$ cat src/sv/afrf_pkg.sv
// ----------------------------------------------------------------------------
// afrf_pkg: shared types and constants for the audio frame ring FIFO
// Field widths, request and result structs, controller states and the
// command bundle that the controller sends to the datapath.
// ----------------------------------------------------------------------------
package afrf_pkg;

  localparam int SAMPLE_W = 32;
  localparam int CNT_W    = 11;
  localparam int CH_W     = 4;
  localparam int CFG_IDX_W = 2;
  localparam int STEP_W   = 4;

  localparam logic [STEP_W-1:0] LAST_STEP = STEP_W'(CNT_W - 1);

  localparam logic [CFG_IDX_W-1:0] REG_CAPACITY = 2'd0;
  localparam logic [CFG_IDX_W-1:0] REG_CHANNELS = 2'd1;

  localparam logic MODE_WRITE = 1'b0;
  localparam logic MODE_READ  = 1'b1;

  typedef struct packed {
    logic                mode;
    logic [SAMPLE_W-1:0] sample_in;
    logic                batch_last;
  } in_item_t;

  typedef struct packed {
    logic [SAMPLE_W-1:0] sample_out;
    logic                accepted;
    logic [CNT_W-1:0]    frames_readable;
    logic [CNT_W-1:0]    frames_writable;
    logic [CNT_W-1:0]    batch_frames;
  } out_item_t;

  typedef enum logic [1:0] {
    S_IDLE,
    S_DIV,
    S_DONE
  } state_t;

  typedef struct packed {
    logic accept;    // take the request, touch the store, load the dividers
    logic div_step;  // one quotient bit in every divider lane
    logic out_load;  // move the finished result into the output register
  } ctrl_cmd_t;

endpackage

$ cat src/sv/afrf_ctrl.sv
// ----------------------------------------------------------------------------
// afrf_ctrl: sequencing for the audio frame ring FIFO
// Takes one request at a time, steps the dividers through every quotient bit
// and hands the result to the output register once that register is free.
// ----------------------------------------------------------------------------
module afrf_ctrl (
  input  logic                clk,
  input  logic                rst,
  input  logic                in_valid,
  output logic                in_stall,
  output logic                out_valid,
  input  logic                out_stall,
  output logic                cfg_ready,
  output afrf_pkg::ctrl_cmd_t cmd
);
  import afrf_pkg::*;

  state_t            state;
  state_t            state_next;
  logic [STEP_W-1:0] step;
  logic              out_free;

  assign out_free = !out_valid || !out_stall;

  always_comb begin
    state_next = state;
    case (state)
      S_IDLE: begin
        if (in_valid) begin
          state_next = S_DIV;
        end
      end
      S_DIV: begin
        if (step == LAST_STEP) begin
          state_next = S_DONE;
        end
      end
      S_DONE: begin
        if (out_free) begin
          state_next = S_IDLE;
        end
      end
      default: state_next = S_IDLE;
    endcase
  end

  always_comb begin
    cmd       = '0;
    in_stall  = 1'b1;
    cfg_ready = 1'b0;
    case (state)
      S_IDLE: begin
        in_stall   = 1'b0;
        // A pending request goes first so the two never land on the same edge.
        cfg_ready  = !in_valid;
        cmd.accept = in_valid;
      end
      S_DIV: begin
        cmd.div_step = 1'b1;
      end
      S_DONE: begin
        cmd.out_load = out_free;
      end
      default: begin
        in_stall = 1'b1;
      end
    endcase
  end

  always_ff @(posedge clk) begin
    if (rst) begin
      state     <= S_IDLE;
      step      <= '0;
      out_valid <= 1'b0;
    end else begin
      state <= state_next;
      if (cmd.div_step) begin
        step <= (step == LAST_STEP) ? '0 : step + 1'b1;
      end
      if (cmd.out_load) begin
        out_valid <= 1'b1;
      end else if (!out_stall) begin
        out_valid <= 1'b0;
      end
    end
  end

endmodule

$ cat config.mk
export PLATFORM = sky130hd
export DESIGN_NAME = afrf_ctrl
export DESIGN_NICKNAME = d
export VERILOG_FILES = /design/src/sv/afrf_pkg.sv /design/src/sv/afrf_ctrl.sv
export SDC_FILE = /design/constraint.sdc
export NUM_CORES = 1
export LEC_CHECK = 0
export BUFFER_PORTS_ARGS = -buffer_cell sky130_fd_sc_hd__buf_2
export CORE_AREA = 4 4 41 43
export DETAILED_ROUTE_END_ITERATION = 10
export DIE_AREA = 0 0 45 47
export REMOVE_ABC_BUFFERS = 1
export SKIP_CTS_REPAIR_TIMING = 1
export SLEW_MARGIN = 30
export SYNTH_ARGS = -nofsm -noshare
export SYNTH_HDL_FRONTEND = slang
export SYNTH_SLANG_ARGS = --single-unit
$ cat constraint.sdc
create_clock -name clk -period 1.25 [get_ports clk]
set_clock_uncertainty 0.15 [all_clocks]
set_input_delay 0.25 -clock clk [delete_from_list [all_inputs] [get_ports clk]]
set_output_delay 0.25 -clock clk [all_outputs]
set_load 0.005 [all_outputs]
# [Word-level counts from Yosys, hierarchy flattened]
# Cells that the tools add are included.
[op_classes] n_addsub=1 n_eq_ne=7 mux=12 reduce_logical=6
[op_table] cell="1-bit 2-to-1 mux" n=7
[op_table] cell="2-bit 2-to-1 mux" n=3
[op_table] cell="2-bit != test, second input constant" n=3
[op_table] cell="2-bit case mux with 3 select lines" n=1
[op_table] cell="4-bit by 1-bit adder with 4-bit output, second input constant" n=1
[op_table] cell="4-bit == test, second input constant" n=1
[op_table] cell="4-bit 2-to-1 mux" n=1
[op_table] cell="1-bit zero test" n=3
[op_table] cell="3-bit AND reduction" n=1
[op_table] cell="2-bit by 1-bit == test with 1-bit output, second input constant" n=1
[op_table] cell="2-bit == test, second input constant" n=1
[op_table] cell="2-bit zero test" n=1
[op_table] cell="2-bit by 1-bit != test with 1-bit output, second input constant" n=1
[op_table] cell="1-bit logical OR" n=1
[word_totals] reg_bits=7 inputBits=4 out_inout_bits=6 wordCells=29

# [Logic depth before layout (Yosys ltp)]
[logic_depth] word_depth=4 depth_mapped=3 depth_no_buf=3

# [Worst setup path before layout]
# No wires, ideal clock.
[synth_path] path_kind="reg2reg" startpoint="reg state[1]" endpoint="reg step[3]" setup_ns=0.074 arrival_ns=0.993 required_time_ns=1.026 slack_ns=0.033 stages_incl_launch_ff=4 path_buffers=0 period_less_slack_ns=1.217 path_cell_list="dfxtp_1 > nand4b_1 > or3b_1 > a31oi_1"
[synth_between] elab_chain_cells=2
[synth_rtl] element="start: declaration" line_no="afrf_ctrl.sv:18" source="state_t state;"
[synth_rtl] element="start signal: assignment" line_no="afrf_ctrl.sv:76" source="state <= state_next;"
[synth_rtl] element="2-bit by 1-bit == test with 1-bit output" line_no="afrf_ctrl.sv:51" source="case (state)"
[synth_rtl] element="1-bit 2-to-1 mux" line_no="afrf_ctrl.sv:51"
[synth_rtl] element="end signal: assignment" line_no="afrf_ctrl.sv:78" source="step <= (step == LAST_STEP) ? '0 : step + 1'b1;"
[synth_rtl] element="end: declaration" line_no="afrf_ctrl.sv:20" source="logic [STEP_W-1:0] step;"
# No other way between the ends.
# A chain may end at the register's enable or synchronous reset.

==> metrics <==
Vias=between 300 and 400; antenna diode count=0; RSZ-0062 raised after global routing=yes; fin crit period=around 1400 ps; failing checks=setup timing; final net count=63; max-slew violation count=0; final cycle utilization of the critical path=1.12; pre-CTS setup slack=~4.8 ps; Clk network pwr share=0.358; PnR Total Power=between 500 and 600 µW; Final GP Congestion=about 0.77; DR vias/cell=4.47; drt pass-1 iters=3; Bufs on Longest Clock Path=2; # IOs=10; most frequent cells in the layout=buf_2 (9), dfxtp_1 (5), a21oi_1 (4), buf_4 (4); Inserted Clock Buffers=3; Worst Setup End Kind=output pin; logic gate share of total power=0.202; Max H-tree Level=1; TritonCTS clock tree=done; commonest non-fill, non-tap cell in the layout=buf_2; Overflow after GRT=0; hpwl dp=slightly below 500 µm; Slew headroom=0.868; Final Setup Violations=7; antenna violation net count after detailed routing=0; # DRC=0; worst vdd ir=between 0.4 and 0.5 mV; initial core utilization=0.254; All-Layer GR Usage=0.0736; Clk Latency, worst-skew pair=about 250 ps; outcome=finished, violations left; kind of critical path=register to output pin; Syn-to-layout area delta=50.8%; Yosys reg bits=7; cells on worst reg2reg path=4; Cell Rows=13; Worst Setup EP=cmd[1]; Reg2Reg Setup Slack=-100 ps; sw frac=0.262; sw power=~150 µW; WL per Instance=~10 µm; Reg2Reg Launch Point=state[1]; WP data arrival=1000 ps; largest net degree at the start of global routing=10; placed cells=65; Worst Hold Class=primary input to register; final WL=722 µm; initial antenna violation count=0; Clock Sinks=7; first-pass GRT wire length=between 1000 and 1500 µm; reg2reg end=step[0]; Max-cap violations=0; syn_area_per_cell=a little over 8 µm²; core area=between 1000 and 1500 µm²; Chip Height=~47 µm; sequential-to-total area share from yosys stat=0.424; Mapped Area=330 µm²; yosys warns=0; origin of the worst setup path=state[1]; Non-Filler Instances=73; final setup TNS=-723 ps; First DRT Iteration DRCs=4; die area=roughly 2100 µm²; Root Driver=clkbuf_4; final core occ=0.383; IO Port Bufs=9; CP required=850 ps; clk slew on worst S/H paths=50 ps; share of layout cells above drive strength 1=0.483; count of cell types in the netlist=22; final worst slack=-147 ps; synthesized instance count=between 40 and 50; Fin. Hold Viols=0; vias in the first global route=about 260; crit path launch type=register; critical path peak fanout=5; P_int=422 µW; Sequential Power Share=0.440; fmax=716 MHz; Slew @ Worst Pin=~200 ps; Power Dens Cells=roughly 1100 nW/µm²; Pleak=roughly 0.00021 µW; Die W=between 40 and 50 µm
==> power by group through the flow <==
stage                     clock network, µW  logic, µW  registers (µW)
final                                   205        116             251
after global placement                    0       77.1             252
after floorplan                           0       42.1             251
after global routing                    235        130             253
after detailed placement                  0       77.3             252
after CTS                               217       77.8             248
==> how the worst min path moves through the flow <==
| stage | start | endpoint | slack, ps | cells past startpoint |
|---|---|---|---|---|
| 6_report | rst | state[0] | 120 | 2 |
| 3_3_place_gp | out_valid | out_valid | 340 | 2 |
| 2_1_floorplan | rst | out_valid | 170 | 1 |
| 5_1_grt | rst | state[0] | 130 | 2 |
| 3_5_place_dp | out_valid | out_valid | 350 | 2 |
| 4_1_cts | rst | state[0] | 120 | 2 |
==> metrics by stage <==
stage / cell area [µm²] / hold slack (ps)
2_1_floorplan: 319 / 169
3_3_place_gp: 398 / 337
3_5_place_dp: 398 / 346
4_1_cts: 424 / 119
5_1_grt: 498 / 135
6_report: 498 / 124
==> worst max-delay path, stage by stage, from the launching register on <==
cell and delay, ps:
dfxtp_4 370, and2b_2 250, buf_2 130
==> kinds of logic (layout without fill, tap and decap cells) <==
kind of cell	after synthesis	after routing	share of synthesized area
simple gates	17	17	0.296
compound gates	10	10	0.174
flops	7	7	0.424
buf+inv	6	23	0.0795
xor+xnor	1	1	0.0265
==> per-layer routing <==
metal	vias to the layer above	track usage	wire (µm)	share of wire
met2	7	0.0989	340	0.47
met5	-	0	0	0
met3	0	0.0421	43	0.060
li1	176	-	-	-
met1	143	0.0731	338	0.47
met4	0	0.0877	0	0
==> sequential cells by signal, indices dropped and copies added (netlist names) <==
signal,cells
step,4
state,2
out_valid,1
==> area by class of cell <==
type | count | area (µm²)
repair buffers | 15 | 97.6
well taps | 15 | 18.8
multi-input cells | 28 | 193
flip-flops and latches | 7 | 148
fillers | 151 | 803
inverters | 4 | 15.0
clock buffers | 4 | 26.3
==> synthesized netlist by cell type (all sizes together) <==
cell type | count | share of area
xor2 | 1 | 0.027
o21ai | 2 | 0.030
and2b | 1 | 0.023
nand3b | 1 | 0.023
nand2b | 3 | 0.057
nand2 | 2 | 0.023
nor3 | 2 | 0.030
nand3 | 1 | 0.015
nor2b | 1 | 0.019
or3 | 1 | 0.019
or3b | 1 | 0.027
a21oi | 5 | 0.076
nor2 | 3 | 0.034
a31oi | 1 | 0.019
nand4b | 1 | 0.027
inv | 4 | 0.045
clkbuf | 1 | 0.011
buf | 1 | 0.023
dfxtp | 7 | 0.42
o31ai | 1 | 0.023
a31o | 1 | 0.027
Power figures use the tool's default switching activity.
